===== src/rtl/core/plct_pkg.sv =====
`default_nettype none

package plct_pkg;

  localparam int unsigned DEF_MAX_KNOTS = 64;
  localparam int unsigned VAL_W = 17;

  localparam logic [VAL_W-1:0] Q_ONE          = 17'h10000;
  localparam logic [VAL_W-1:0] HIT_RADIUS_RST = 17'd1096;

  localparam logic [2:0] REQ_INSERT = 3'd0;
  localparam logic [2:0] REQ_DELETE = 3'd1;
  localparam logic [2:0] REQ_MOVE   = 3'd2;
  localparam logic [2:0] REQ_FIND   = 3'd3;
  localparam logic [2:0] REQ_MAP    = 3'd4;
  localparam logic [2:0] REQ_RESET  = 3'd5;

  localparam logic [2:0] STAT_OK        = 3'd0;
  localparam logic [2:0] STAT_RANGE     = 3'd1;
  localparam logic [2:0] STAT_FULL      = 3'd2;
  localparam logic [2:0] STAT_NOT_FOUND = 3'd3;
  localparam logic [2:0] STAT_ENDPOINT  = 3'd4;

  typedef enum logic [2:0] {
    S_IDLE,
    S_EVAL,
    S_SCAN,
    S_EXEC,
    S_MUL,
    S_DIV,
    S_FIN,
    S_OUT
  } state_e;

  typedef enum logic [2:0] {
    CELL_HOLD,
    CELL_INIT,
    CELL_SHIFT_UP,
    CELL_SHIFT_DN,
    CELL_LOAD,
    CELL_LOAD_Y,
    CELL_MOVE
  } cell_op_e;

  typedef struct packed {
    logic [VAL_W-1:0] x;
    logic [VAL_W-1:0] y;
    logic [VAL_W-1:0] radius;
  } bus_t;

  typedef struct packed {
    logic lt;
    logic hit;
  } cell_flag_t;

  function automatic logic [VAL_W-1:0] clamp_one(input logic [VAL_W-1:0] v);
    return (v > Q_ONE) ? Q_ONE : v;
  endfunction

endpackage

`default_nettype wire


===== src/rtl/core/plct_cell.sv =====
`default_nettype none

module plct_cell #(
  parameter logic [plct_pkg::VAL_W-1:0] INIT_X = '0,
  parameter logic [plct_pkg::VAL_W-1:0] INIT_Y = '0
) (
  input  logic                       clk_i,
  input  logic                       rst_ni,
  input  plct_pkg::cell_op_e         op_i,
  input  plct_pkg::bus_t             bus_i,
  input  logic [plct_pkg::VAL_W-1:0] left_x_i,
  input  logic [plct_pkg::VAL_W-1:0] left_y_i,
  input  logic [plct_pkg::VAL_W-1:0] right_x_i,
  input  logic [plct_pkg::VAL_W-1:0] right_y_i,
  output logic [plct_pkg::VAL_W-1:0] x_o,
  output logic [plct_pkg::VAL_W-1:0] y_o,
  output plct_pkg::cell_flag_t       flag_o
);

  logic [plct_pkg::VAL_W-1:0] x_q, x_d, y_q, y_d;
  logic [plct_pkg::VAL_W-1:0] dx, dy;

  always_comb begin
    x_d = x_q;
    y_d = y_q;
    case (op_i)
      plct_pkg::CELL_HOLD: begin
      end
      plct_pkg::CELL_INIT: begin
        x_d = INIT_X;
        y_d = INIT_Y;
      end
      plct_pkg::CELL_SHIFT_UP: begin
        x_d = left_x_i;
        y_d = left_y_i;
      end
      plct_pkg::CELL_SHIFT_DN: begin
        x_d = right_x_i;
        y_d = right_y_i;
      end
      plct_pkg::CELL_LOAD: begin
        x_d = bus_i.x;
        y_d = bus_i.y;
      end
      plct_pkg::CELL_LOAD_Y: begin
        y_d = bus_i.y;
      end
      plct_pkg::CELL_MOVE: begin
        if (bus_i.x < left_x_i) begin
          x_d = left_x_i;
        end else if (bus_i.x > right_x_i) begin
          x_d = right_x_i;
        end else begin
          x_d = bus_i.x;
        end
        y_d = bus_i.y;
      end
      default: begin
      end
    endcase
  end

  always_ff @(posedge clk_i or negedge rst_ni) begin
    if (!rst_ni) begin
      x_q <= INIT_X;
      y_q <= INIT_Y;
    end else begin
      x_q <= x_d;
      y_q <= y_d;
    end
  end

  always_comb begin
    dx = (bus_i.x >= x_q) ? (bus_i.x - x_q) : (x_q - bus_i.x);
    dy = (bus_i.y >= y_q) ? (bus_i.y - y_q) : (y_q - bus_i.y);
    flag_o.lt  = x_q < bus_i.x;
    flag_o.hit = (dx <= bus_i.radius) && (dy <= bus_i.radius);
  end

  assign x_o = x_q;
  assign y_o = y_q;

endmodule

`default_nettype wire


===== config.mk =====
export PLATFORM = sky130hd
export DESIGN_NAME = plct_cell
export DESIGN_NICKNAME = d
export VERILOG_FILES = /design/src/rtl/core/plct_pkg.sv /design/src/rtl/core/plct_cell.sv
export SDC_FILE = /design/constraint.sdc
export NUM_CORES = 1
export LEC_CHECK = 0
export BUFFER_PORTS_ARGS = -buffer_cell sky130_fd_sc_hd__buf_2
export CORE_ASPECT_RATIO = 1.2
export CORE_MARGIN = 5
export CORE_UTILIZATION = 30
export CTS_BUF_LIST = sky130_fd_sc_hd__clkbuf_4 sky130_fd_sc_hd__clkbuf_8 sky130_fd_sc_hd__clkbuf_16
export DETAILED_ROUTE_END_ITERATION = 8
export PLACE_DENSITY_LB_ADDON = 0.12
export SLEW_MARGIN = 20
export SYNTH_ARGS = -nofsm -noshare
export SYNTH_HDL_FRONTEND = slang
export SYNTH_SLANG_ARGS = --single-unit
export TNS_END_PERCENT = 20

===== constraint.sdc =====
create_clock -name clk_i -period 5.34 [get_ports clk_i]
set_input_delay 0.267 -clock clk_i [delete_from_list [all_inputs] [get_ports clk_i]]
set_output_delay 0.267 -clock clk_i [all_outputs]
set_load 0.005 [all_outputs]

==> summary.txt, run 1 <==
failing checks - negative hold slack
Overflow after GRT - 0
drt wl/cell - 18.3 µm
Synth Warn # - 0
total wire length - 25.0 mm
status - finished, violations left
largest family of logic cells by synthesized area - compound AO/OA/AOI/OAI gates
Max Slew Vio Count - 0
DIE AREA - 0.0271 mm²
Leak Pwr - 4.35 nW
final period utilization - 90.8%
sequential power share - 17.4%
Core Region - 0.0237 mm²
crit start category - flop
vias in the first global route - 7,253
TritonCTS clock tree - yes
maxcap violations - 0
Mapped Area - 0.00718 mm²
GRT Resource Usage Total - 18.1%
Final Hold Fails - 34
final setup vio count - 0
Max IR drop VDD - 0.117 mV
RSZ-0062 raised after global routing - false
most common cell after layout, fill and taps aside - buf_2
complex-gate fraction of the synthesized area - 28.7%
post-layout minimum cycle time - 4850 ps
Via density - 5.26
ys flop type - dfrtp_1
later-pin clock latency in the skew report - 290 ps
Crit path arrival time - 4580 ps
Sw Ratio - 46.2%
Post-Syn Nets - 1,178
Cell Pwr Density - 232 mW/mm²
clock-pin slew on the worst setup and hold paths - 70 ps
final hold slack - -30.5 ps
Worst Tran Pin Value - 980 ps
setup ws final - 490 ps
Layout fillers - 2,604
CP max FO - 10
post-CTS resize count - 0
Pint - 0.00104 W
initial drt markers - 281
post-DP HPWL - 20.5 mm
initial antenna violation count - 0
initial core utilization - 30.2%
Crit. End Element - primary output
Setup CP Type - reg2out
Remaining DRCs - 0
register bit count reported by yosys - 34
largest net degree at the start of global routing - 58
sequential element share of the synthesized area - 11.9%
combinational power share - 66.2%
Std-Cell Rows - 62
relative slew slack - 34.5%
RePlAce Congestion - 0.811
Die X-Extent - 151 µm
Critical R2R Capture - x_o[8]$_DFFE_PN0P_
Mapped Avg Cell Area - 7.84 µm²
CTS Buf Count - 5
final setup TNS - 0 ps
Worst Setup Slack post-DPL - 659 ps
Syn-to-layout area delta - 16.4%
# Post-CTS Setup Buffers - 0
TritonRoute pass-1 iters - 6
vias post-DR - 7,179
max frequency - 0.206 GHz
sw power - 0.000898 W
Worst R2R Start - x_o[8]$_DFFE_PN0P_
I/O pin total - 160
xor and xnor area share after synthesis - 3.66%
CTS Buffer Depth - 2
Port Buffers - 159
worst hold path class - in2async
Die Span Y - 179 µm
Synth Instances - 916
Async SR Flop Fraction - 100%
clock skew - 0 ps
r2r worst-path depth - 3
Nets - 1,305
clock power share - 16.4%
Synth Area in Simple Gates - 12.8%
Netlist cell types - 67
final antenna diode count - 0
ANT nets after route - 0
hold_buf cts - 0
reg-to-reg slack, setup - 4130 ps
most frequent cells in the layout - 158 x buf_2, 134 x ha_1, 128 x inv_1, 85 x nand2_1, 65 x a21oi_1
adder-cell share of the synthesized area - 24.5%
Clock Sinks - 34
mux cell area share after synthesis - 8.47%
number of synthesized flops with an enable pin - 0
CTS root buf - clkbuf_16
Worst EP required - 5070 ps
layout cell share with drive strength beyond 1 - 21.6%
first-pass GRT wire length - 39.5 mm
H-tree lvl count - 2
## cells in the mapped netlist (all sizes together) (4+ instances only)
master,number,area share (%)
ha,134,23
nor3,10,0.70
a222oi,8,1.1
a221oi,30,3.9
a22oi,9,0.94
a221o,10,1.4
buf,19,1.8
xor2,19,2.3
inv,128,6.7
fa,4,1.1
a31oi,22,1.9
nor2,30,1.6
o21bai,4,0.42
or2,4,0.35
xnor2,11,1.3
a21oi,69,5.1
a21o,39,4.1
mux2,27,4.3
nand4,20,1.7
mux2i,30,4.2
o221ai,11,1.5
clkbuf,29,1.6
o21a,15,1.6
dfrtp,34,12
nor4,7,0.70
nand2,85,4.4
nor2b,13,1.2
nand3,9,0.70
o211ai,4,0.49
and2,4,0.35
o21ai,50,3.5
a211oi,4,0.66
## metrics by stage
| stage | total power (W) | cells | util (%) | cell area [µm²] | hold WS, ps |
|---|---|---|---|---|---|
| 2_1_floorplan | 0.00125 | 916 | - | 7180 | -28.6 |
| 3_3_place_gp | 0.00164 | 1356 | 34.5 | 8200 | 510 |
| 3_5_place_dp | 0.00164 | 1356 | 34.5 | 8200 | 506 |
| 4_1_cts | 0.00197 | 1364 | 35.2 | 8350 | 184 |
| 5_1_grt | 0.00214 | 1364 | 35.2 | 8350 | 8.68 |
| 6_report | 0.00194 | 1364 | 35.2 | 8350 | -30.5 |
## layout make-up
class,instances,area [µm²],share of cell area [%]
clock buffer,6,139,1.66
clock inverter,2,12.5,0.150
inverter,128,480,5.75
multi-input combinational,706,5610,67.1
sequential,34,851,10.2
tap,320,400,4.79
timing repair buffer,168,866,10.4
## cell families after synthesis
group	after synthesis
adder cells (fa/ha/maj)	138
buffers and inverters	176
AND/OR/NAND/NOR	191
XOR/XNOR	30
multiplexers	57
AO/OA/AOI/OAI	290
flip-flops	34
## power by group through the flow
stage / combinational [W] / sequential, W / clock [W]
2_1_floorplan: 0.000925 / 0.000329 / 0
3_3_place_gp: 0.00130 / 0.000342 / 0
3_5_place_dp: 0.00129 / 0.000343 / 0
4_1_cts: 0.00130 / 0.000338 / 0.000330
5_1_grt: 0.00145 / 0.000343 / 0.000343
6_report: 0.00128 / 0.000338 / 0.000319
## critical path, cell delays in order, from the launching register on
cell,delay [ps]
dfrtp_1,440
ha_1,450
a21oi_1,240
o21ai_0,170
nand2_1,120
nand3_2,110
a211oi_4,310
buf_4,240
mux2i_1,240
xnor2_1,160
ha_1,270
o21a_1,110
o21a_1,160
o21a_1,160
o21a_1,160
o21bai_1,120
a21oi_1,80
a2111oi_0,410
o21a_1,220
buf_2,120
## worst max-delay path by stage
stage                        start         to  slack (ps)  cells past startpoint
5_1_grt        x_o[10]$_DFFE_PN0P_  flag_o[0]          80                     19
4_1_cts         x_o[1]$_DFFE_PN0P_  flag_o[0]         410                     19
3_3_place_gp             bus_i[35]  flag_o[0]         640                     21
6_report       x_o[12]$_DFFE_PN0P_  flag_o[0]         490                     19
3_5_place_dp             bus_i[35]  flag_o[0]         660                     21
2_1_floorplan   x_o[1]$_DFFE_PN0P_  flag_o[0]         870                     19
## sequential cells by signal (all words and copies together), names as in the netlist
| name | count |
|---|---|
| y_o | 17 |
| x_o | 17 |
## layer usage
layer	GRT usage (%)	vias up	wire length, µm
met4	4.64	0	514
met1	23.5	3399	10800
met2	31.6	190	12700
li1	-	3567	-
met5	0	-	0
met3	2.19	23	984
(Power assumes the default switching activity.)
==> run 2: changes to the inputs <==
- CAP_MARGIN: unset -> 20
- PLACE_DENSITY_LB_ADDON: 0.12 -> unset
==> summary.txt, run 2 (same netlist as run 1, synthesis figures left out) <==
status - finished, final reports clean (was finished, violations left)
final setup vio count - 0 (unchanged)
Finished Cell Area - 0.00835 mm² (about the same)
vias post-DR - 7,156 (was 7,179)
ANT nets after route - 0 (unchanged)
area of the multi-input gates - 0.00561 mm² (unchanged)
Final Hold Fails - 0 (was 34)
Critical R2R Capture - x_o[9]$_DFFE_PN0P_ (was x_o[8]$_DFFE_PN0P_)
Crit path arrival time - 4710 ps (was 4580 ps)
TritonRoute pass-1 iters - 5 (was 6)
r2r worst-path depth - 3 (unchanged)
final antenna diode count - 0 (unchanged)
Register Area - 851 µm² (unchanged)
first-pass GRT wire length - 37.4 mm (was 39.5 mm)
later-pin clock latency in the skew report - 310 ps (was 290 ps)
CTS Buf Count - 5 (unchanged)
I/O pin total - 160 (unchanged)
Syn-to-layout area delta - 16.4% (about the same)
Worst Tran Pin Value - 1010 ps (was 980 ps)
maxcap violations - 0 (unchanged)
Leak Pwr - 4.35 nW (about the same)
Via density - 5.25 (was 5.26)
Cell Pwr Density - 234 mW/mm² (was 232 mW/mm²)
post-DP HPWL - 19.7 mm (was 20.5 mm)
drt wl/cell - 17.7 µm (was 18.3 µm)
Std-Cell Rows - 62 (unchanged)
TritonCTS clock tree - yes (unchanged)
RePlAce Congestion - 0.929 (was 0.811)
DIE AREA - 0.0271 mm² (unchanged)
Pint - 0.00104 W (about the same)
Overflow after GRT - 0 (unchanged)
clock skew - 0 ps (unchanged)
Core Region - 0.0237 mm² (unchanged)
initial drt markers - 316 (was 281)
post-layout minimum cycle time - 4980 ps (was 4850 ps)
Remaining DRCs - 0 (unchanged)
Worst EP required - 5070 ps (about the same)
CTS Buffer Depth - 2 (unchanged)
vias in the first global route - 7,132 (was 7,253)
final period utilization - 93.2% (was 90.8%)
Layout fillers - 2,537 (was 2,604)
Nets - 1,305 (unchanged)
Port Buffers - 159 (unchanged)
sw power - 0.000908 W (was 0.000898 W)
hold_buf cts - 0 (unchanged)
RSZ-0062 raised after global routing - false (unchanged)
Crit. End Element - primary output (unchanged)
worst hold path class - in2async (unchanged)
Die X-Extent - 151 µm (unchanged)
layout cell share with drive strength beyond 1 - 21.6% (unchanged)
CTS root buf - clkbuf_16 (unchanged)
Max IR drop VDD - 0.117 mV (about the same)
Clock Sinks - 34 (unchanged)
Sw Ratio - 46.5% (was 46.2%)
final setup TNS - 0 ps (unchanged)
Die Span Y - 179 µm (unchanged)
initial antenna violation count - 0 (unchanged)
largest net degree at the start of global routing - 57 (was 58)
CP max FO - 12 (was 10)
max frequency - 0.201 GHz (was 0.206 GHz)
relative slew slack - 32.3% (was 34.5%)
Setup crit end - flag_o[0] (unchanged)
GRT Resource Usage Total - 17.3% (was 18.1%)
Worst R2R Start - x_o[9]$_DFFE_PN0P_ (was x_o[8]$_DFFE_PN0P_)
Post-DP Area - 0.00820 mm² (unchanged)
post-CTS resize count - 0 (unchanged)
initial core utilization - 30.2% (unchanged)
reg-to-reg slack, setup - 4120 ps (was 4130 ps)
total wire length - 24.1 mm (was 25.0 mm)
most common cell after layout, fill and taps aside - buf_2 (unchanged)
# Post-CTS Setup Buffers - 0 (unchanged)
combinational power share - 65.9% (was 66.2%)
Max Slew Vio Count - 0 (unchanged)
H-tree lvl count - 2 (unchanged)
sequential power share - 17.1% (was 17.4%)
most frequent cells in the layout - 159 x buf_2, 134 x ha_1, 128 x inv_1, 85 x nand2_1, 65 x a21oi_1 (was 158 x buf_2, 134 x ha_1, 128 x inv_1, 85 x nand2_1, 65 x a21oi_1)
clock power share - 17.0% (was 16.4%)
crit start category - flop (unchanged)
worst setup path start - x_o[1]$_DFFE_PN0P_ (was x_o[12]$_DFFE_PN0P_)
Setup CP Type - reg2out (unchanged)
clock-pin slew on the worst setup and hold paths - 80 ps (was 70 ps)
-- run 2: cell counts in the layout (fill, tap and decap cells not counted) --
Identical to the previous run, type by type.
-- run 2: cell type report --
type / instances / share of cell area, %
multi-input cells: 706 / 67.1
clock inverters: 2 / 0.150
well taps: 320 / 4.79
flip-flops and latches: 34 / 10.2
inverters: 128 / 5.75
repair buffers: 168 / 10.3
clock buffers: 6 / 1.66
-- run 2: stage by stage --
step,hold slack [ps],cells,worst slack [ps],total power (W),utilization (%)
floorplan,-28.6,916,872,0.00125,-
global placement,482,1356,690,0.00161,34.5
detailed placement,480,1356,558,0.00163,34.5
CTS,141,1364,328,0.00197,35.2
global route,173,1364,77.7,0.00213,35.2
finish,99.3,1364,364,0.00195,35.2
-- run 2: critical path, stage by stage (launching register included) --
cell	delay (ps)
dfrtp_1	450
ha_1	330
nor2b_4	140
o211ai_2	180
a21oi_2	90
o32a_4	340
a211oi_4	240
buf_4	260
mux2i_1	400
o221ai_2	200
a221oi_2	300
xnor2_1	170
ha_1	260
nor2b_1	130
o21ai_0	150
nand2b_1	80
a2111oi_0	350
o21a_1	220
buf_2	120
-- run 2: worst min path at each step --
stage,endpoint,depth (start not counted)
floorplan,x_o[0]$_DFFE_PN0P_,0
global placement,y_o[14]$_DFFE_PN0P_,1
detailed placement,y_o[14]$_DFFE_PN0P_,1
CTS,y_o[14]$_DFFE_PN0P_,1
global route,y_o[14]$_DFFE_PN0P_,1
finish,y_o[14]$_DFFE_PN0P_,1
-- run 2: metal layers --
layer  vias up  GRT usage [%]  part of all wire [%]
li1       3576              -                     -
met5         -              0                     0
met3        38           2.17                   4.8
met2       216           30.9                    50
met1      3326           21.1                    42
met4         0           5.62                   2.9
-- run 2: power groups by stage --
| stage | sequential [W] | clock, W | combinational, W |
|---|---|---|---|
| global route | 0.000341 | 0.000350 | 0.00144 |
| global placement | 0.000337 | 0 | 0.00127 |
| detailed placement | 0.000339 | 0 | 0.00129 |
| floorplan | 0.000329 | 0 | 0.000925 |
| CTS | 0.000334 | 0.000342 | 0.00130 |
| finish | 0.000334 | 0.000332 | 0.00129 |
