--- src/rtl/core/plct_div.sv ---
`default_nettype none

module plct_div #(
  parameter int unsigned NUM_W = 34,
  parameter int unsigned DEN_W = 17
) (
  input  logic             clk_i,
  input  logic             rst_ni,
  input  logic             start_i,
  input  logic [NUM_W-1:0] num_i,
  input  logic [DEN_W-1:0] den_i,
  output logic             done_o,
  output logic [NUM_W-1:0] quo_o
);

  localparam int unsigned CW = $clog2(NUM_W + 1);

  logic             busy_q, done_q;
  logic [CW-1:0]    cnt_q;
  logic [DEN_W-1:0] rem_q, den_q;
  logic [NUM_W-1:0] quo_q;
  logic [DEN_W:0]   sh, diff;
  logic             ge, last;

  always_comb begin
    sh   = {rem_q, quo_q[NUM_W-1]};
    diff = sh - {1'b0, den_q};
    ge   = sh >= {1'b0, den_q};
    last = cnt_q == CW'(NUM_W - 1);
  end

  always_ff @(posedge clk_i or negedge rst_ni) begin
    if (!rst_ni) begin
      busy_q <= 1'b0;
      done_q <= 1'b0;
      cnt_q  <= '0;
    end else begin
      done_q <= busy_q && last;
      if (start_i) begin
        busy_q <= 1'b1;
        cnt_q  <= '0;
      end else if (busy_q) begin
        cnt_q <= cnt_q + 1'b1;
        if (last) begin
          busy_q <= 1'b0;
        end
      end
    end
  end

  always_ff @(posedge clk_i) begin
    if (start_i) begin
      rem_q <= '0;
      quo_q <= num_i;
      den_q <= den_i;
    end else if (busy_q) begin
      rem_q <= ge ? diff[DEN_W-1:0] : sh[DEN_W-1:0];
      quo_q <= {quo_q[NUM_W-2:0], ge};
    end
  end

  assign done_o = done_q;
  assign quo_o  = quo_q;

endmodule

`default_nettype wire

--- config.mk ---
export PLATFORM = sky130hd
export DESIGN_NAME = plct_div
export DESIGN_NICKNAME = d
export VERILOG_FILES = /design/src/rtl/core/plct_div.sv
export SDC_FILE = /design/constraint.sdc
export NUM_CORES = 1
export LEC_CHECK = 0
export BUFFER_PORTS_ARGS = -buffer_cell sky130_fd_sc_hd__clkbuf_2
export CAP_MARGIN = 15
export CORE_MARGIN = 2
export CORE_UTILIZATION = 58
export DETAILED_ROUTE_END_ITERATION = 8
export GPL_TIMING_DRIVEN = 0
export PLACE_DENSITY = 0.86
export REMOVE_ABC_BUFFERS = 1
export SETUP_SLACK_MARGIN = 0.2
export SLEW_MARGIN = 20
export SYNTH_ARGS = -nofsm -noshare
export SYNTH_HDL_FRONTEND = slang
export SYNTH_SLANG_ARGS = --single-unit
--- constraint.sdc ---
create_clock -name clk_i -period 6.6 [get_ports clk_i]
set_input_delay 1.32 -clock clk_i [delete_from_list [all_inputs] [get_ports clk_i]]
set_output_delay 1.32 -clock clk_i [all_outputs]
set_load 0.02 [all_outputs]
==> flow_summary.ini, run 1 <==
[grt]
globalRouteOverflowTotal = 0
globalRouteMet3Util = 0.0905
number_of_global_route_vias_before_repair = 2940
routing_usage_on_met1 = 0.262
grt_start_max_net_pins = 55
grt_util_all_layers = 0.222
grt_pass1_wl_um = 13000
gr-max-usage-layer = met2
grt_use_met2 = 0.372
antenna_found_initial = 0

[timing]
rsz0062_at_grt = false
setup-tns-final_ns = 0
finClkSkew_ns = 0.00942
final_max_slew_viol_count = 0
finalHoldViolations = 0
timing.final.crit_period_ns = 3.19
max_freq_mhz = 314
period_share = 0.483
holdWs_ns = 0.473
finalSetupViolCount = 0
timing_worst_slew_pin_value_ns = 0.704
worst_slew_margin_rel = 0.530
final.setup.worst_slack_ns = 3.41

[routing]
via_per_inst = 5.64
detailroute.via_count = 2867
post_route_ant_nets = 0
number_of_remaining_drc_errors = 0
firstDrtPassIters = 4
route.detailed.wl_per_inst_um = 15.4
total_routed_length_um = 7830
drtIter0Drc = 135

[placement]
dpl.hpwl_um = 5540
post-place-ws_ns = 3.50
place.port_buffers = 88
detailed_place.area_um2 = 4470
gp_congestion = 0.827

[critical_path]
timing_startpoint_of_the_critical_path = quo_o[33]
critical_path_class = reg2reg
timing.critical_path.buf_inv = 3
timing.rr.end = rem_q[15]
arrival_ns = 3.46
crit_chain = inv_1 -> ha_1 -> inv_1 -> fa_1 -> a21oi_1 -> o211ai_2 -> a211oi_1 -> o31a_1 -> o41ai_4 -> buf_8 -> or3_1 -> o211ai_1
rr_startpoint = quo_o[33]
critical_path.endpoint = rem_q[15]
timing.critical_path.from_type = register
crit_required_ns = 6.87
worst-r2r-cell-count = 12
critPathTopFamily = compound AO/OA/AOI/OAI gates
critical-path-top-cell-by-count = sky130_fd_sc_hd__inv_1
reg_to_reg_slack_setup_ns = 3.41
kind_of_end_point_of_the_critical_path = register
path_depth = 12
master_of_the_slowest_instance_on_the_critical_path = sky130_fd_sc_hd__edfxtp_1
cp_max_fo = 10
cp_slowest_stage_delay_ns = 0.43

[layout]
most-common-layout-cells = sky130_fd_sc_hd__clkbuf_2, sky130_fd_sc_hd__edfxtp_1, sky130_fd_sc_hd__mux2_2
area_growth_pct = 18.5
layout_commonest_cell = sky130_fd_sc_hd__clkbuf_2
layout-drive-gt1-share = 0.341
design.final.nets = 497
layout.filler_cells = 499
insertedDiodeCount = 0
post-route-cell-area_um2 = 4670

[synth]
ys.flop_type = sky130_fd_sc_hd__edfxtp_1
synthArstFlopShare = 0.105
synth_top_area_frac = 0.389
yosys_register_bits = 76
synth.avg_cell_area_um2 = 11.8
synth-edff-count = 51
distinct_cell_type_count_of_the_synthesized_netlist = 44
synthDominantAreaCellType = sky130_fd_sc_hd__edfxtp_1
gate_count_after_technology_mapping = 335
yosys_warnings = 0
synth_area_um2 = 3940
synth_top_cells_by_area = sky130_fd_sc_hd__edfxtp_1, sky130_fd_sc_hd__mux2_2, sky130_fd_sc_hd__dfxtp_1, sky130_fd_sc_hd__ha_1, sky130_fd_sc_hd__dfrtp_1
synth-seq-area-share = 0.526

[clock_network]
cts_max_path_buffers = 2
cts-resized-gates = 0
clock_tree.root_cell = sky130_fd_sc_hd__clkbuf_8
cts_inserted_buffers = 9
holdBufCountCts = 0
cts_setup_buffers = 0
cts_tree = built
h-tree-depth = 3
clock_latency_ns = 0.35
worst_setup_hold_path_clk_slew_ns = 0.08
clock_sinks = 76

[floorplanning]
floorplan.io_pins = 89
chipHeight_um = 86.4
floorplan.core_area_um2 = 6680
dieArea_um2 = 7470
die_outline_width_um = 86.4
rows = 30
start_util = 0.590

[run]
cap_viol_max_count = 0

[hold_path]
hold_path_start = rem_q[12]
min_path_type = reg2reg

[power_and_ir_drop]
tot_pwr_mw = 1.60
powerDensity_nw_per_um2 = 342
p_leak_nw = 2.03
power.ir.vdd_worst_mv = 0.200

[status]
run_status = finished clean
-- worst register-to-register path, stage by stage, from the launching register on --
cell                       delay (ns)
sky130_fd_sc_hd__edfxtp_1        0.43
sky130_fd_sc_hd__inv_1           0.08
sky130_fd_sc_hd__ha_1            0.17
sky130_fd_sc_hd__inv_1           0.06
sky130_fd_sc_hd__fa_1            0.41
sky130_fd_sc_hd__a21oi_1         0.36
sky130_fd_sc_hd__o211ai_2        0.12
sky130_fd_sc_hd__a211oi_1        0.37
sky130_fd_sc_hd__o31a_1          0.29
sky130_fd_sc_hd__o41ai_4         0.16
sky130_fd_sc_hd__buf_8           0.23
sky130_fd_sc_hd__or3_1           0.35
sky130_fd_sc_hd__o211ai_1        0.09
-- cells in the mapped netlist, types with 4 or more instances --
master	n
sky130_fd_sc_hd__xnor2_1	8
sky130_fd_sc_hd__nand3_1	5
sky130_fd_sc_hd__o21ai_0	8
sky130_fd_sc_hd__edfxtp_1	51
sky130_fd_sc_hd__inv_1	25
sky130_fd_sc_hd__nor3_1	4
sky130_fd_sc_hd__dfrtp_1	8
sky130_fd_sc_hd__o21ai_1	5
sky130_fd_sc_hd__mux2_2	35
sky130_fd_sc_hd__a211oi_1	14
sky130_fd_sc_hd__nor2_1	30
sky130_fd_sc_hd__a21oi_1	12
sky130_fd_sc_hd__nand2_1	16
sky130_fd_sc_hd__nand4_1	4
sky130_fd_sc_hd__mux2i_1	14
sky130_fd_sc_hd__clkbuf_1	10
sky130_fd_sc_hd__ha_1	19
sky130_fd_sc_hd__xor2_1	9
sky130_fd_sc_hd__dfxtp_1	17
-- worst min path at each step --
| stage | end | slack, ns | depth (start not counted) |
|---|---|---|---|
| 6_report | rem_q[12] | 0.47 | 2 |
| 2_1_floorplan | rem_q[12] | 0.45 | 2 |
| 4_1_cts | rem_q[13] | 0.48 | 2 |
| 3_5_place_dp | rem_q[13] | 0.46 | 2 |
| 5_1_grt | rem_q[2] | 0.50 | 2 |
| 3_3_place_gp | rem_q[13] | 0.46 | 2 |
-- layout make-up --
cell class | count | area (µm²) | share of cell area
multi-input cells | 220 | 1710 | 0.366
flip-flops and latches | 76 | 2070 | 0.444
clock buffers | 9 | 124 | 0.0265
repair buffers | 91 | 497 | 0.106
clock inverters | 7 | 73.8 | 0.0158
inverters | 25 | 93.8 | 0.0201
well taps | 80 | 100 | 0.0214
-- where the power goes --
part,switching [mW],internal (mW)
logic,0.323,0.276
registers,0.0509,0.589
clock network,0.181,0.176
total,0.555,1.04
-- metrics by stage --
step	utilization	std cells
2_1_floorplan	-	321
3_3_place_gp	0.660	489
3_5_place_dp	0.669	492
4_1_cts	0.699	508
5_1_grt	0.699	508
6_report	0.699	508
-- per-layer routing --
metal | share of wire | wire [µm]
met3 | 0.071 | 555
met5 | 0 | 0
met1 | 0.43 | 3340
met2 | 0.49 | 3810
met4 | 0.017 | 131
-- state kept, by name (all words and copies together), names as in the netlist --
| signal | cells |
|---|---|
| cnt_q | 6 |
| den_q | 17 |
| quo_o | 34 |
| done_o | 1 |
| rem_q | 17 |
| busy_q | 1 |
-- cells by family after synthesis --
| group | Yosys count | share of synthesized area |
|---|---|---|
| xor gates and xnor gates | 17 | 0.0378 |
| AOI/OAI and AO/OA | 62 | 0.112 |
| buffers and inverters | 39 | 0.0407 |
| adders and majority gates | 20 | 0.0654 |
| DFF | 76 | 0.526 |
| muxes | 49 | 0.136 |
| and+or+nand+nor | 72 | 0.0826 |
Note: power is estimated with default switching activity, not from simulation.
==> run 2, diff against run 1 <==
--- a/config.mk
+++ b/config.mk
@@ -8,10 +8,10 @@
 export BUFFER_PORTS_ARGS = -buffer_cell sky130_fd_sc_hd__clkbuf_2
 export CAP_MARGIN = 15
 export CORE_MARGIN = 2
-export CORE_UTILIZATION = 58
+export CORE_UTILIZATION = 54
 export DETAILED_ROUTE_END_ITERATION = 8
 export GPL_TIMING_DRIVEN = 0
-export PLACE_DENSITY = 0.86
+export PLACE_DENSITY = 0.81
 export REMOVE_ABC_BUFFERS = 1
 export SETUP_SLACK_MARGIN = 0.2
 export SLEW_MARGIN = 20
==> constraint.sdc (replaced) <==
create_clock -name clk_i -period 3 [get_ports clk_i]
set_input_delay 0.6 -clock clk_i [delete_from_list [all_inputs] [get_ports clk_i]]
set_output_delay 0.6 -clock clk_i [all_outputs]
set_load 0.02 [all_outputs]
==> flow_summary.ini, run 2 (synthesized netlist as in run 1, its figures left out) <==
[status]
run_status = finished clean

[critical_path]
kind_of_end_point_of_the_critical_path = register
timing.critical_path.from_type = register
cp_max_fo = 8
arrival_ns = 2.88
crit_required_ns = 3.11
critical_path_class = reg2reg

[timing]
max_freq_mhz = 361
final.setup.worst_slack_ns = 0.233
worst_slew_margin_rel = 0.510
finClkSkew_ns = 0.0110
setup-tns-final_ns = 0
period_share = 0.922
rsz0062_at_grt = true
final_max_slew_viol_count = 0
finalHoldViolations = 0
finalSetupViolCount = 0
timing.final.crit_period_ns = 2.77
timing_worst_slew_pin_value_ns = 0.733

[grt]
globalRouteOverflowTotal = 0
grt_use_met2 = 0.341
number_of_global_route_vias_before_repair = 2802
grt_util_all_layers = 0.209
antenna_found_initial = 0
grt_start_max_net_pins = 42
globalRouteMet3Util = 0.0702
grt_pass1_wl_um = 12600
routing_usage_on_met1 = 0.261
gr-max-usage-layer = met2

[layout]
layout_commonest_cell = sky130_fd_sc_hd__clkbuf_2
insertedDiodeCount = 0
largest_register_ffs = 34
layout-drive-gt1-share = 0.366
design.final.nets = 506
area_growth_pct = 20.9
most-common-layout-cells = sky130_fd_sc_hd__clkbuf_2, sky130_fd_sc_hd__edfxtp_1, sky130_fd_sc_hd__mux2_2

[power_and_ir_drop]
tot_pwr_mw = 3.57
p_leak_nw = 2.07
power.share.switching = 0.343
powerDensity_nw_per_um2 = 749
power.ir.vdd_worst_mv = 0.359
comb_power_share = 0.390
power.share.sequential = 0.396
cell_internal_pwr_mw = 2.34
switchingPower_mw = 1.22
share_clk_of_total_power = 0.214

[floorplanning]
die_outline_width_um = 89.4
dieArea_um2 = 7990
floorplan.io_pins = 89
floorplan.core_area_um2 = 7180
chipHeight_um = 89.4
rows = 31
start_util = 0.549

[clock_network]
h-tree-depth = 3
cts_inserted_buffers = 9
cts_max_path_buffers = 2
clock_latency_ns = 0.35
cts_tree = built
clock_tree.root_cell = sky130_fd_sc_hd__clkbuf_8
holdBufCountCts = 0
clock_sinks = 76
worst_setup_hold_path_clk_slew_ns = 0.08

[routing]
number_of_remaining_drc_errors = 0
firstDrtPassIters = 4
total_routed_length_um = 7960
drtIter0Drc = 91
post_route_ant_nets = 0
route.detailed.wl_per_inst_um = 14.9
via_per_inst = 5.42
detailroute.via_count = 2907

[placement]
gp_congestion = 0.831
place.port_buffers = 88
dpl.hpwl_um = 5480
post-place-ws_ns = -0.0558

[run]
cap_viol_max_count = 0

[hold_path]
min_path_type = in2async
==> run 2: changes by cell type in the layout (fill, tap and decap cells not counted), sizes merged <==
| cell | delta |
|---|---|
| clkbuf | +2 |
| clkinv | +1 |
| clkinvlp | -1 |
| buf | +9 |
| inv | -2 |
==> run 2: timing repair <==
item                                    CTS  global route
pin swaps                                 3            10
buffers inserted                          4             5
endpoints found under the setup margin   16            18
gates resized for setup                   2             5
==> run 2: layout make-up <==
cell class / count / area [µm²]
sequential: 76 / 2070
timing repair buffer: 100 / 553
clock inverter: 5 / 55.1
clock buffer: 11 / 131
fill: 544 / 2410
multi-input combinational: 220 / 1730
inverter: 25 / 93.8
tap: 99 / 124
==> run 2: layer usage <==
| metal | routed length, µm | share of wire |
|---|---|---|
| met3 | 526 | 0.066 |
| met4 | 112 | 0.014 |
| met1 | 3590 | 0.45 |
| met2 | 3740 | 0.47 |
| met5 | 0 | 0 |
==> run 2: path summary, 6_finish.rpt <==
check	from	end	slack, ns	cells after the start
worst max-delay path	quo_o[33]	quo_o[0]	0.23	11
worst min-delay path	rst_ni	cnt_q[1]	0.08	1
worst max register to register	quo_o[33]	quo_o[0]	0.23	11
worst min register to register	rem_q[2]	rem_q[2]	0.48	2
max in group asynchronous	rst_ni	busy_q	2.71	1
min in group clk_i	den_i[10]	den_q[10]	0.42	1
==> run 2: power groups by stage <==
stage | combinational (mW) | clock (mW) | sequential [mW]
4_1_cts | 1.34 | 0.771 | 1.41
5_1_grt | 1.52 | 0.808 | 1.43
3_3_place_gp | 1.22 | 0 | 1.42
2_1_floorplan | 0.898 | 0 | 1.48
6_report | 1.39 | 0.762 | 1.41
3_5_place_dp | 1.28 | 0 | 1.43
==> run 2: metrics by stage <==
stage	utilization	hold WS, ns	std cells	instance area (µm²)
CTS	0.656	0.0719	531	4710
detailed placement	0.625	0.456	511	4480
floorplan	-	0.304	321	3870
global placement	0.618	0.453	508	4440
finish	0.664	0.0836	536	4760
global route	0.664	0.0785	536	4760
==> run 2: worst max-delay path, cell delays in order (launching register included) <==
cell and delay (ns):
sky130_fd_sc_hd__edfxtp_1 0.41, sky130_fd_sc_hd__inv_1 0.08, sky130_fd_sc_hd__ha_2 0.19, sky130_fd_sc_hd__inv_2 0.05
sky130_fd_sc_hd__fa_2 0.39, sky130_fd_sc_hd__a21oi_4 0.20, sky130_fd_sc_hd__o211ai_2 0.13, sky130_fd_sc_hd__a211oi_2 0.26
sky130_fd_sc_hd__o31a_1 0.25, sky130_fd_sc_hd__o41ai_4 0.11, sky130_fd_sc_hd__buf_6 0.20, sky130_fd_sc_hd__mux2_2 0.26
==> run 3, diff against run 2 <==
--- a/config.mk
+++ b/config.mk
@@ -5,10 +5,11 @@
 export SDC_FILE = /design/constraint.sdc
 export NUM_CORES = 1
 export LEC_CHECK = 0
+export ABC_AREA = 1
 export BUFFER_PORTS_ARGS = -buffer_cell sky130_fd_sc_hd__clkbuf_2
 export CAP_MARGIN = 15
 export CORE_MARGIN = 2
-export CORE_UTILIZATION = 54
+export CORE_UTILIZATION = 55
 export DETAILED_ROUTE_END_ITERATION = 8
 export GPL_TIMING_DRIVEN = 0
 export PLACE_DENSITY = 0.81
==> flow_summary.ini, run 3 <==
[status]
run_status = finished clean

[clock_network]
clock_latency_ns = 0.35
cts_inserted_buffers = 9
cts_max_path_buffers = 2
clock_sinks = 76
clock_tree.root_cell = sky130_fd_sc_hd__clkbuf_8
cts_tree = built
holdBufCountCts = 0
h-tree-depth = 3
worst_setup_hold_path_clk_slew_ns = 0.09

[routing]
number_of_remaining_drc_errors = 0
route.detailed.wl_per_inst_um = 12.9
firstDrtPassIters = 6
detailroute.via_count = 3841
total_routed_length_um = 9690
drtIter0Drc = 265
post_route_ant_nets = 0
via_per_inst = 5.11

[placement]
dpl.hpwl_um = 6960
detailed_place.area_um2 = 4850
gp_congestion = 0.902
place.port_buffers = 88
post-place-ws_ns = -0.878

[layout]
area_growth_pct = 15.2
layout_commonest_cell = sky130_fd_sc_hd__nand2_1
largest_register_ffs = 34
layout-drive-gt1-share = 0.203
fin_util = 0.653
insertedDiodeCount = 0
most-common-layout-cells = sky130_fd_sc_hd__nand2_1, sky130_fd_sc_hd__clkbuf_2, sky130_fd_sc_hd__inv_1
layout.filler_cells = 675
design.final.nets = 718
post-route-cell-area_um2 = 5040

[power_and_ir_drop]
p_leak_nw = 2.75
tot_pwr_mw = 3.99
powerDensity_nw_per_um2 = 791
power.ir.vdd_worst_mv = 0.366

[floorplanning]
die_outline_width_um = 93.2
floorplan.io_pins = 89
chipHeight_um = 93.2
dieArea_um2 = 8690
start_util = 0.566
floorplan.core_area_um2 = 7730
rows = 32

[critical_path]
critical_path_class = reg2reg
timing.critical_path.from_type = register
arrival_ns = 2.71
kind_of_end_point_of_the_critical_path = register
crit_required_ns = 3.25
master_of_the_slowest_instance_on_the_critical_path = sky130_fd_sc_hd__nor2_4
crit_chain = inv_1 -> ha_1 -> nand2_1 -> inv_1 -> nand3_1 -> o21ai_1 -> nor2_4 -> nand2_2 -> nand2_1 -> nand3_1 -> o21ai_1
cp_max_fo = 20
cp_slowest_stage_delay_ns = 0.49

[synth]
ranking_of_synthesized_cells_by_instance_count = sky130_fd_sc_hd__nand2_1, sky130_fd_sc_hd__inv_1, sky130_fd_sc_hd__edfxtp_1, sky130_fd_sc_hd__nand3_1, sky130_fd_sc_hd__ha_1
synth_top_cells_by_area = sky130_fd_sc_hd__edfxtp_1, sky130_fd_sc_hd__nand2_1, sky130_fd_sc_hd__dfxtp_1, sky130_fd_sc_hd__inv_1, sky130_fd_sc_hd__ha_1
synth_top_area_frac = 0.350
yosys_warnings = 0
synth-simple-area-share = 0.316
gate_count_after_technology_mapping = 561
synth-seq-area-share = 0.473
synthDominantAreaCellType = sky130_fd_sc_hd__edfxtp_1
post_synth_fa_ha_maj_area_fraction = 0.0589
fraction_of_the_mapped_netlist_area_in_compound_gates = 0.0389
yosys_register_bits = 76
synthArstFlopShare = 0.105
dominant_combinational_cell_family_by_area_after_synthesis = simple AND/OR/NAND/NOR gates
synth-edff-count = 51
synth_area_um2 = 4380
synth.most_common_cell = sky130_fd_sc_hd__nand2_1
synthMuxAreaShare = 0
synth.avg_cell_area_um2 = 7.80
synth_xor_xnor_area_share = 0.0140
ys.flop_type = sky130_fd_sc_hd__edfxtp_1
distinct_cell_type_count_of_the_synthesized_netlist = 35

[timing]
final_max_slew_viol_count = 0
rsz0062_at_grt = false
timing.final.crit_period_ns = 2.46
finClkSkew_ns = 0.0108
final.setup.worst_slack_ns = 0.541
finalHoldViolations = 0
period_share = 0.820
finalSetupViolCount = 0
max_freq_mhz = 407
setup-tns-final_ns = 0
worst_slew_margin_rel = 0.420
timing_worst_slew_pin_value_ns = 0.869

[grt]
grt_start_max_net_pins = 55
number_of_global_route_vias_before_repair = 3738
grt_util_all_layers = 0.244
grt_pass1_wl_um = 16800
antenna_found_initial = 0
globalRouteOverflowTotal = 0

[run]
cap_viol_max_count = 0

[hold_path]
min_path_type = in2async
## run 3: cell count changes in the layout (fill, tap and decap cells not counted), moves of 4 or more
| cell | delta |
|---|---|
| sky130_fd_sc_hd__nand2_1 | +214 |
| sky130_fd_sc_hd__inv_1 | +61 |
| sky130_fd_sc_hd__nand3_1 | +39 |
| sky130_fd_sc_hd__mux2_2 | -35 |
| sky130_fd_sc_hd__nor2_1 | -15 |
| sky130_fd_sc_hd__mux2i_1 | -14 |
| sky130_fd_sc_hd__a211oi_1 | -12 |
| sky130_fd_sc_hd__buf_4 | -8 |
| sky130_fd_sc_hd__xor2_1 | -8 |
| sky130_fd_sc_hd__nand3_2 | +7 |
| sky130_fd_sc_hd__nand2_2 | +4 |
| sky130_fd_sc_hd__nor2_2 | +4 |
## run 3: path summary, 6_finish.rpt
path,startpoint,end,slack (ns),cells past startpoint
hold reg to reg,rem_q[11],rem_q[11],0.47,2
setup / recovery,den_q[7],rem_q[5],0.54,11
max in group asynchronous,rst_ni,cnt_q[0],2.73,1
setup reg to reg,den_q[7],rem_q[5],0.54,11
hold / removal,rst_ni,cnt_q[5],0.08,1
min in group clk_i,den_i[15],den_q[15],0.42,1
## run 3: final cells by class
type                       instances  area, µm²  area share
multi-input combinational        381       1890       0.376
clock inverter                     7       50.0     0.00993
clock buffer                       9        124      0.0246
timing repair buffer              88        443      0.0878
inverter                          88        332      0.0658
tap                              102        128      0.0253
sequential                        76       2070       0.411
## run 3: logic make-up (layout without fill, tap and decap cells)
kind of cell,Yosys count,after routing
and+or+nand+nor,323,323
xor gates and xnor gates,7,7
AOI/OAI and AO/OA,31,31
adders and majority gates,20,20
buffers and inverters,104,192
DFF,76,76
## run 3: worst max-delay path, delay by kind of cell (launching register included)
family	cells	cell delay (ns)
AO/OA/AOI/OAI	2	0.21
adder cells (fa/ha/maj)	1	0.27
buffers and inverters	2	0.17
flip-flops	1	0.37
AND/OR/NAND/NOR	6	1.34
## run 3: what timing repair did
action	CTS	global route
buffers inserted	0	0
endpoints found under the setup margin	51	7
gates resized for setup	3	1
## run 3: metrics by stage
step                cells  hold slack, ns
floorplan             545           0.304
global placement      735           0.454
detailed placement    735           0.460
CTS                   751          0.0745
global route          751          0.0705
finish                751          0.0793
## run 3: per-layer routing
layer  vias to the layer above  global-route usage  part of all wire
met4                         0              0.0956             0.024
met2                       149               0.400              0.47
met3                        21              0.0669             0.080
li1                       1929                   -                 -
met1                      1742               0.307              0.43
met5                         -                   0                 0
## run 3: where the power goes
group / leakage, nW / switching [mW] / internal [mW]
Clock: 0.0820 / 0.403 / 0.303
Sequential: 0.784 / 0.123 / 1.32
Combinational: 1.88 / 1.17 / 0.670
Total: 2.75 / 1.69 / 2.29
